File: config.mk
export PLATFORM = sky130hd
export DESIGN_NAME = lups_ram
export DESIGN_NICKNAME = d
export VERILOG_FILES = /design/src/design/lups_ram.sv
export SDC_FILE = /design/constraint.sdc
export NUM_CORES = 1
export LEC_CHECK = 0
export ABC_AREA = 1
export BUFFER_PORTS_ARGS = -buffer_cell sky130_fd_sc_hd__buf_2
export CORE_MARGIN = 5
export CORE_UTILIZATION = 55
export CTS_CLUSTER_DIAMETER = 40
export DETAILED_ROUTE_END_ITERATION = 7
export PLACE_DENSITY = 0.74
export SYNTH_ARGS = -nofsm -noshare
export SYNTH_HDL_FRONTEND = slang
export SYNTH_SLANG_ARGS = --single-unit
File: constraint.sdc
create_clock -name clk_i -period 1.22 [get_ports clk_i]
set_input_delay 0.061 -clock clk_i [delete_from_list [all_inputs] [get_ports clk_i]]
set_output_delay 0.061 -clock clk_i [all_outputs]
set_load 0.1 [all_outputs]
File: src/design/lups_ram.sv
// Generic single-port-write, single-port-read RAM with registered read data.
`timescale 1ns / 1ps

module lups_ram #(
  parameter int WIDTH = 8,
  parameter int DEPTH = 16,
  localparam int AddrW = (DEPTH > 1) ? $clog2(DEPTH) : 1
) (
  input  logic             clk_i,
  input  logic             we_i,
  input  logic [AddrW-1:0] waddr_i,
  input  logic [WIDTH-1:0] wdata_i,
  input  logic             re_i,
  input  logic [AddrW-1:0] raddr_i,
  output logic [WIDTH-1:0] rdata_o
);

  logic [WIDTH-1:0] mem_q [DEPTH];
  logic [WIDTH-1:0] rdata_q;

  always_ff @(posedge clk_i) begin
    if (we_i) begin
      mem_q[waddr_i] <= wdata_i;
    end
    if (re_i) begin
      rdata_q <= mem_q[raddr_i];
    end
  end

  assign rdata_o = rdata_q;

endmodule

# Word-level counts from Yosys, hierarchy flattened
# Memories as Yosys holds them, arrays and structs flattened. A register that Yosys moved wholly into a read port is not among the register bits.
# Cells that the tools add are included.
# word_totals
regBits,0
ram_bits,128
output_inout_bits,8
elab_cells,3
n_memories,1
# classes
mux,2
# memory_table
name,depth,word_bits,rd,rd_clocked_by_memory_dff,wr,line_no,text
mem_q,16,8,1,1,1,18,logic [WIDTH-1:0] mem_q [DEPTH];
# ops
op,n
1-bit 2-to-1 mux,2

# Depth between registers and ports, before layout
# depth
word_depth,2
depth_mapped,8
depth_no_buf,7

# Least setup slack after synthesis
# OpenSTA, ideal clock, no wires.
# synth_path
path_kind,input-to-reg
startpoint,input port waddr_i[2]
endpoint,"memory mem_q[10][0], enable pin"
setup_ns,0.370
t_arrival_ns,0.642
t_required_ns,0.850
path_slack_ns,0.208
cell_stages,2
path_buffers,0
cell_sequence,nand3b_1 > nor2_1
# synth_rtl
item,line_no,text
start: declaration,11,"input logic [AddrW-1:0] waddr_i,"
end: declaration,18,
# Straight into the memory's write port.

# Final worst setup path
# layout_path
startpoint,"register rdata_q[6], in the netlist rdata_o[6] (read register of mem_q)"
endpoint,output port rdata_o[6]
# layout_rtl
item,line_no,text
start: declaration,19,logic [WIDTH-1:0] rdata_q;
end: declaration,15,output logic [WIDTH-1:0] rdata_o
# No word-level cell between the ends.

==> results.sh <==
export IMPL_crit_slowest_cell="edfxtp_1"
export IMPL_synth_seq_area_share=0.698
export IMPL_violations="negative setup slack"
export IMPL_area_delta_synth_final_pct=20.1
export IMPL_port_buffers=26
export IMPL_hold_violations=0
export IMPL_synth_warning_count=0
export IMPL_die_w_um=113
export IMPL_netlist_area_um2=5850
export IMPL_reg2reg_from="mem_q[6][0]"
export IMPL_ant_nets=0
export IMPL_stdcell_count=754
export IMPL_preCtsSetupSlack_ps=-57.7
export IMPL_max_slew_margin=0.588
export IMPL_cp_startpoint="rdata_o[6]"
export IMPL_cts_tree="done"
export IMPL_ys_seq_elements=136
export IMPL_final_common_cell="nand2_1"
export IMPL_finalNetCount=625
export IMPL_synth_cells=551
export IMPL_gp_congestion=0.871
export IMPL_drive_gt1_frac=0.134
export IMPL_drc=0
export IMPL_postSynthAreaPerCell_um2=10.6
export IMPL_grt_max_degree=37
export IMPL_gr_usage_all_layers=0.223
export IMPL_crit_path_cell_trace="buf_8"
export IMPL_grt_pass1_wl_um=21100
export IMPL_gr_total_overflow=0
export IMPL_cts_buffers=17
export IMPL_fin_ws_ps=-30.0
export IMPL_start_kind="flip-flop"
export IMPL_grt_pass1_vias=3856
export IMPL_max_cap_violations=0
export IMPL_rrSetupSlack_ps=30
export IMPL_crit_family="flip-flops"
export IMPL_maxSlewViolCount=0
export IMPL_vias=3962
export IMPL_crit_buf_inv=1
export IMPL_layout_common_cells="nand2_1 (173), edfxtp_1 (136), inv_1 (100)"
export IMPL_post_route_min_period_ps=1250
export IMPL_clock_root_buffer="clkbuf_8"
export IMPL_status="finished, violations left"
export IMPL_path_class="reg2out"
export IMPL_synth_nets=570
export IMPL_irDropWorstVdd_mv=0.945
export IMPL_min_path_type="in2reg"
export IMPL_skew_ps=7.32
export IMPL_first_pass_iters=6
export IMPL_rows=37
export IMPL_endpoint_kind="primary output"
export IMPL_routed_via_density=5.25
export IMPL_cp_arrival_ps=1190
export IMPL_cts_clk_slew_worst_paths_ps=60
export IMPL_power_leakage_nw=3.05
export IMPL_setup_viol=4
export IMPL_fmax_mhz=800
export IMPL_cpPeakStageDelay_ps=460
export IMPL_antenna_found_initial=0
export IMPL_clock_path_buffers=2
export IMPL_wl_um=13300
export IMPL_cts_num_sinks=136
export IMPL_dp_hpwl_um=8070
export IMPL_p_per_area_nw_per_um2=1670
export IMPL_dp_cells=714
export IMPL_rsz0062_at_grt="true"
export IMPL_drtIter0Drc=381
export IMPL_core_area_um2=10400
export IMPL_period_share=1.02
export IMPL_start_util=0.564
export IMPL_num_io_pins=27
export IMPL_hold_start="raddr_i[2]"
export IMPL_n_antenna_cell=0
export IMPL_ys_types=11
export IMPL_worst_slew_pin_slew_ps=617
export IMPL_die_y_um=113
export IMPL_critPathRequiredTime_ps=1160
export IMPL_routedWlPerCell_um=17.6
export IMPL_dieArea_um2=12800
export IMPL_h_tree_depth=4
export IMPL_clkLatencyLatePin_ps=520
export IMPL_cp_max_fo=1
==> stage by stage <==
step	power (W)	utilization	instance area, um2	setup TNS, ps	hold slack [ps]
floorplan	0.00592	-	5850	0	160
global placement	0.00619	0.600	6220	-163	440
detailed placement	0.00620	0.600	6220	-260	441
CTS	0.0118	0.675	7000	-114	57.1
global route	0.0121	0.677	7020	-183	78.3
finish	0.0118	0.677	7020	-65.2	76.8
==> area by class of cell <==
class / instances / area, um2
flip-flops and latches: 136 / 4080
inverters: 102 / 383
fillers: 775 / 3350
repair buffers: 60 / 519
clock inverters: 13 / 228
well taps: 136 / 170
multi-input cells: 289 / 1220
clock buffers: 18 / 418
==> sequential cells by signal (all words and copies together), names as in the netlist <==
register / flops
mem_q: 128
rdata_o: 8
==> cell families (layout without fill, tap and decap cells) <==
logic type	count (synthesis)	in the layout	share of synthesized area
buffers and inverters	126	193	0.0939
flip-flops	136	136	0.698
AND/OR/NAND/NOR	289	289	0.208
==> cells in the mapped netlist <==
| cell | instances | area [um2] |
|---|---|---|
| nand2_1 | 173 | 649 |
| edfxtp_1 | 136 | 4080 |
| inv_1 | 100 | 375 |
| nand3_1 | 97 | 485 |
| nor2_1 | 17 | 63.8 |
| buf_2 | 13 | 65.1 |
| buf_6 | 6 | 67.6 |
| buf_4 | 4 | 30.0 |
| inv_2 | 2 | 7.51 |
| nand3b_1 | 2 | 15.0 |
| buf_1 | 1 | 3.75 |
==> metal layers <==
| layer | GRT usage | wire length (um) |
|---|---|---|
| met5 | 0 | 0 |
| met4 | 0.0793 | 191 |
| met3 | 0.0487 | 1220 |
| met2 | 0.357 | 6520 |
| met1 | 0.304 | 5340 |
==> report_power, final <==
part	switching, W	total, W	internal (W)
combinational	0.000614	0.000869	0.000255
sequential	0.0000415	0.00531	0.00527
clock	0.00186	0.00558	0.00371
==> repair_timing <==
item                       CTS  global route
hold buffers                 9             0
buffers inserted             0             0
setup endpoints to repair    8             8
resized for setup           15             5
pin swaps                    0             0
hold endpoints to repair   136             0
==> worst paths after layout <==
path / cells past startpoint / to
max: 1 / rdata_o[6]
min reg2reg: 6 / rdata_o[4]
max reg2reg: 6 / rdata_o[0]
min: 4 / rdata_o[2]
No activity file was read; power rests on OpenSTA's default activity.
