===== src/design/lups_pkg.sv =====
// Shared types, constants and helpers of the least-used port selector.
`timescale 1ns / 1ps

package lups_pkg;

  // Fixed field widths of the request and result payloads.
  localparam int ROUTER_ID_W   = 6;
  localparam int VALID_PORTS_W = 8;
  localparam int SEL_PORT_W    = 3;

  // Defaults of the top-level parameters.
  localparam int NUM_ROUTERS_DEF = 64;
  localparam int NUM_PORTS_DEF   = 8;
  localparam int COUNT_WIDTH_DEF = 32;

  // Tie-break LFSR.
  localparam int              LFSR_W     = 16;
  localparam logic [LFSR_W-1:0] SEED_RESET = 16'hACE1;
  localparam logic [LFSR_W-1:0] LFSR_TAPS  = 16'hB400;

  // Remainder unit: dividend bits retired per cycle and the resulting step count.
  localparam int DIV_BITS  = 4;
  localparam int DIV_STEPS = LFSR_W / DIV_BITS;

  typedef struct packed {
    logic [ROUTER_ID_W-1:0]   router_id;
    logic [VALID_PORTS_W-1:0] valid_ports;
  } lups_in_t;

  typedef struct packed {
    logic [SEL_PORT_W-1:0] sel_port;
    logic                  no_valid_port;
  } lups_out_t;

  typedef enum logic [2:0] {
    ST_CLEAR,
    ST_IDLE,
    ST_SCAN,
    ST_DIV,
    ST_DONE
  } lups_state_e;

  // Galois LFSR, shifting right.
  function automatic logic [LFSR_W-1:0] lfsr_next(input logic [LFSR_W-1:0] v);
    logic [LFSR_W-1:0] s;
    s = v >> 1;
    if (v[0]) begin
      s = s ^ LFSR_TAPS;
    end
    return s;
  endfunction

endpackage


===== src/design/lups_div.sv =====
// Iterative remainder unit: 16-bit dividend modulo a small nonzero divisor.
`timescale 1ns / 1ps

module lups_div import lups_pkg::*; #(
  parameter int NUM_PORTS = NUM_PORTS_DEF,
  localparam int CntW = $clog2(NUM_PORTS + 1)
) (
  input  logic              clk_i,
  input  logic              rst_ni,
  input  logic              start_i,
  input  logic [LFSR_W-1:0] dividend_i,
  input  logic [CntW-1:0]   divisor_i,
  output logic              done_o,
  output logic [CntW-1:0]   rem_o
);

  localparam int StepW = (DIV_STEPS > 1) ? $clog2(DIV_STEPS) : 1;

  logic              busy_q, busy_d;
  logic              done_q, done_d;
  logic [StepW-1:0]  step_q, step_d;
  logic [LFSR_W-1:0] dvd_q;
  logic [CntW-1:0]   dsr_q;
  logic [CntW-1:0]   rem_q;
  logic [CntW-1:0]   rem_v;

  // Restoring remainder, DIV_BITS dividend bits per cycle. The partial
  // remainder stays below the divisor, so one conditional subtract per bit.
  always_comb begin
    logic [CntW:0] t;
    rem_v = rem_q;
    for (int i = 0; i < DIV_BITS; i++) begin
      t = {rem_v, dvd_q[LFSR_W-1-i]};
      if (t >= {1'b0, dsr_q}) begin
        t = t - {1'b0, dsr_q};
      end
      rem_v = t[CntW-1:0];
    end
  end

  always_comb begin
    busy_d = busy_q;
    done_d = 1'b0;
    step_d = step_q;
    if (start_i) begin
      busy_d = 1'b1;
      step_d = '0;
    end else if (busy_q) begin
      step_d = step_q + StepW'(1);
      if (step_q == StepW'(DIV_STEPS - 1)) begin
        busy_d = 1'b0;
        done_d = 1'b1;
      end
    end
  end

  always_ff @(posedge clk_i or negedge rst_ni) begin
    if (!rst_ni) begin
      busy_q <= 1'b0;
      done_q <= 1'b0;
      step_q <= '0;
    end else begin
      busy_q <= busy_d;
      done_q <= done_d;
      step_q <= step_d;
    end
  end

  always_ff @(posedge clk_i) begin
    if (start_i) begin
      dvd_q <= dividend_i;
      dsr_q <= divisor_i;
      rem_q <= '0;
    end else if (busy_q) begin
      dvd_q <= dvd_q << DIV_BITS;
      rem_q <= rem_v;
    end
  end

  assign done_o = done_q;
  assign rem_o  = rem_q;

endmodule

===== config.mk =====
export PLATFORM = sky130hd
export DESIGN_NAME = lups_div
export DESIGN_NICKNAME = d
export VERILOG_FILES = /design/src/design/lups_pkg.sv /design/src/design/lups_div.sv
export SDC_FILE = /design/constraint.sdc
export NUM_CORES = 1
export LEC_CHECK = 0
export BUFFER_PORTS_ARGS = -buffer_cell sky130_fd_sc_hd__buf_2
export CELL_PAD_IN_SITES_DETAIL_PLACEMENT = 2
export CELL_PAD_IN_SITES_GLOBAL_PLACEMENT = 2
export CORE_ASPECT_RATIO = 0.8
export CORE_MARGIN = 3
export CORE_UTILIZATION = 35
export DETAILED_ROUTE_END_ITERATION = 8
export PLACE_DENSITY = 0.76
export SETUP_SLACK_MARGIN = 0.1
export SLEW_MARGIN = 20
export SYNTH_ARGS = -nofsm -noshare
export SYNTH_HDL_FRONTEND = slang
export SYNTH_SLANG_ARGS = --single-unit

===== constraint.sdc =====
create_clock -name clk_i -period 9.82 [get_ports clk_i]
set_clock_uncertainty 0.2 [all_clocks]
set_input_delay 1.473 -clock clk_i [delete_from_list [all_inputs] [get_ports clk_i]]
set_output_delay 1.473 -clock clk_i [all_outputs]
set_load 0.01 [all_outputs]

# After elaboration in Yosys (flattened, before gate mapping)
# Cells that the tools add are included.
# word_totals
reg_bits,28
inputBits,23
output_inout_bits,5
elab_cells,31
# op_classes
n_addsub,5
n_lt_le_gt_ge,4
eq_ne,1
n_mux,14
reduce_logical,1
# op_table
operator,count
$mux 16,2
$ge 5x4->1,4
$mux 4,4
$sub 4x4->4,4
$mux 1,6
$mux 2,2
$add 2x1->2 const B,1
$eq 2x2->1 const B,1
$reduce_bool 2->1,1

# Depth between registers and ports, before layout
# logic_depth
ltp_word,8
depth_mapped,28
mapped_depth_nobuf,28

# Least setup slack after synthesis
# OpenSTA, ideal clock, no wires.
# synth_timing
path_kind,register to register
startpoint,register dsr_q[1]
endpoint,register rem_q[1] (netlist: rem_o[1])
setup_time_ns,0.122
arrival_ns,5.864
required_ns,9.498
path_slack_ns,3.634
stages_incl_launch_ff,28
n_path_buf,0
synth_period_minus_slack_ns,6.186
cell_sequence,edfxtp_1 -> inv_1 -> ha_1 -> a2111oi_4 -> nor2_2 -> mux2_2 -> inv_1 -> ha_1 -> a211oi_1 -> o21bai_1 -> a21oi_4 -> mux2_2 -> inv_1 -> ha_1 -> a211o_1 -> a21oi_1 -> o21ai_0 -> mux2i_4 -> nand2_1 -> o21ai_0 -> ha_1 -> a21o_1 -> a21o_1 -> a21o_1 -> a211o_1 -> mux2i_4 -> nor3_1 -> a311o_1
# synth_between
elab_chain_cells,8
elab_cells_between_ends,12
classes_between,add/sub: 4; order compare: 4; mux: 4
# synth_rtl
element,line_no,source
"start, declared",lups_div.sv:23,logic [CntW-1:0] dsr_q;
"start signal, assigned",lups_div.sv:72,dsr_q <= divisor_i;
$sub 4x4->4 / $ge 5x4->1 (equally long branches),"lups_div.sv:35, lups_div.sv:34",
$mux 4,lups_div.sv:34,"if (t >= {1'b0, dsr_q}) begin"
$sub 4x4->4 / $ge 5x4->1 (equally long branches),"lups_div.sv:35, lups_div.sv:34",
$mux 4,lups_div.sv:34,
$ge 5x4->1 / $sub 4x4->4 (equally long branches),"lups_div.sv:34, lups_div.sv:35",
$mux 4,lups_div.sv:34,
$sub 4x4->4 / $ge 5x4->1 (equally long branches),"lups_div.sv:35, lups_div.sv:34",
$mux 4 *,lups_div.sv:34,
"end signal, assigned",lups_div.sv:76,rem_q <= rem_v;
"end, declared",lups_div.sv:24,logic [CntW-1:0] rem_q;
# Every way passes the cells marked *; elsewhere a longest branch is shown, timed or not.
# A chain may end at the register's enable or synchronous reset.

# Worst setup path in the final report
# layout_timing
startpoint,register dsr_q[1]
endpoint,register rem_q[3] (netlist: rem_o[3])
# Same word-level chain as after synthesis.

==> results.toml <==
[sta]
fin_crit_sh = 0.725
slew_viol_final = 0
finalCriticalPeriod_ns = 7.12
hold_viol = 0
max_freq_mhz = 140
setup_viol = 0
worst_pin_slew_ns = 0.663
tns_ns = 0
slew_headroom = 0.553
rsz0062_at_grt = "no"
setup_slack_ns = 2.70

[layout]
mostFrequentLayoutCells = "buf_2 (27), edfxtp_1 (20), ha_1 (17), mux2_2 (15), inv_1 (14)"
fillers = 548
ff_latch_area_sq_um = 781
diodes = 0
drive_gt1_frac = 0.298
num-nets-final = 243
area_growth_pct = 14.1
mostFrequentLayoutCell = "buf_2"
multi_input_area_sq_mm = 0.00114

[clock_tree]
cts.repair.resized = 0
cts_hold_buffers = 0
cts_tree = "yes"
clock_latency_ns = 0.28
cts_buffers = 3
htree_levels = 1
clkSinkCount = 28
cts_root_buffer = "clkbuf_8"
cts_max_path_buffers = 2
clk_pin_slew_ns = 0.10
cts_setup_buffers = 0

[critical_path]
startpoint = "dsr_q[1]"
worstSetupStartpointType = "register"
r2r-start = "dsr_q[1]"
crit_required_ns = 9.77
arrival_ns = 7.07
critPathMaxFanout = 7
end_kind = "register"
path_class = "reg2reg"

[detailed_routing]
ant_nets = 0
wl_per_cell_microns = 17.8
drc = 0
viasPerCell = 5.06
vias = 1381
wl_microns = 4870
drtIter0Drc = 29
drtPass1Iterations = 4

[global_route]
globalRouteTotalUtil = 0.161
antenna_found_initial = 0
grt_first_pass_wirelength_microns = 8290
grt_max_degree = 31
grt_pass1_vias = 1580
overflow = 0

[die]
die_area_sq_mm = 0.00664
rows = 23
core_sq_mm = 0.00524
initial_core_util = 0.381
die_w_microns = 90.4
ios = 28
die_h_microns = 73.5

[synthesis]
synth_cell_type_count = 46
synth-main-ff-cell = "edfxtp_1"
netlist_instances = 171
synth_area_per_cell_sq_um = 11.7
async_flop_share = 0.143
synth-seq-cells = 28
synth_seq_area_share = 0.392
synth_edf_count = 20
synthesis.nets = 215
yosysWarnings = 0
netlist_area_sq_mm = 0.00199

[min_path]
min_path_type = "reg2reg"
min_from = "step_q[1]"

[place]
dp_slack_ns = 2.70
dpl.hpwl_microns = 3820
io_buffers = 27
gp_congestion = 0.819

[status]
outcome = "finished, final reports clean"

[run]
drv_cap = 0
## routing by layer
layer / routed length [microns] / track usage
met4: 4 / 0.0102
met2: 2540 / 0.300
met5: 0 / 0
met1: 2150 / 0.204
met3: 176 / 0.0317
## through the flow
| stage | hold WS, ns | utilization | cells | instance area (sq um) |
|---|---|---|---|---|
| floorplan | 0.290 | - | 171 | 1990 |
| global placement | 0.307 | 0.421 | 269 | 2210 |
| finish | 0.346 | 0.434 | 273 | 2270 |
| global route | 0.383 | 0.434 | 273 | 2270 |
| CTS | 0.360 | 0.434 | 273 | 2270 |
| detailed placement | 0.334 | 0.421 | 269 | 2210 |
## worst paths after layout
path                       cells past startpoint  slack [ns]        end
setup / recovery                              27        2.70   rem_o[3]
hold / removal                                 2        0.35  step_q[1]
setup reg to reg                              27        2.70   rem_o[3]
hold reg to reg                                2        0.35  step_q[1]
max in group asynchronous                      1        8.53     busy_q
min in group asynchronous                      1        0.77  step_q[1]
## worst max-delay path, cell delays in order, from the launching register on
cell,delay [ns]
edfxtp_1,0.48
inv_1,0.30
ha_1,0.35
a2111oi_4,0.39
nor2_2,0.10
mux2_2,0.33
inv_1,0.06
ha_1,0.23
a211oi_1,0.23
o21bai_1,0.17
a21oi_4,0.26
mux2_2,0.41
inv_1,0.07
ha_1,0.23
a211o_1,0.26
a21oi_1,0.16
o21ai_0,0.16
mux2i_4,0.31
nand2_1,0.08
o21ai_0,0.26
ha_1,0.37
a21o_1,0.17
a21o_1,0.18
a21o_1,0.19
a211o_1,0.27
mux2i_4,0.26
mux2i_1,0.37
a211oi_2,0.12
## area by class of cell
| cell class | count | area share |
|---|---|---|
| clock buffers | 4 | 0.0292 |
| inverters | 14 | 0.0231 |
| multi-input cells | 125 | 0.504 |
| flip-flops and latches | 28 | 0.343 |
| well taps | 75 | 0.0413 |
| repair buffers | 27 | 0.0594 |
## cells by family (layout without fill, tap and decap cells)
| group | count (synthesis) | count (layout) | synth area share |
|---|---|---|---|
| compound gates | 37 | 37 | 0.151 |
| xor+xnor | 8 | 8 | 0.0352 |
| fa+ha+maj | 21 | 21 | 0.147 |
| buf+inv | 18 | 45 | 0.0339 |
| flops | 28 | 28 | 0.392 |
| mux | 22 | 22 | 0.135 |
| simple gates | 37 | 37 | 0.107 |
## synthesized netlist by cell type (5+ instances only)
| cell | n | area (sq um) |
|---|---|---|
| ha_1 | 17 | 213 |
| mux2_2 | 15 | 169 |
| a21oi_1 | 5 | 25.0 |
| inv_1 | 14 | 52.6 |
| edfxtp_1 | 20 | 601 |
| o21ai_0 | 5 | 25.0 |
| nor2_1 | 7 | 26.3 |
| nand2b_1 | 6 | 37.5 |
| a21o_1 | 6 | 45.0 |
| and2_1 | 5 | 31.3 |
## flip-flops by register name (all words and copies together), names as in the netlist
register,count
dvd_q,16
rem_o,4
busy_q,1
step_q,2
done_o,1
dsr_q,4
Power is left out: the tool's default activity adds up to more than one toggle a clock period on the data nets, which glitch-free logic cannot reach.
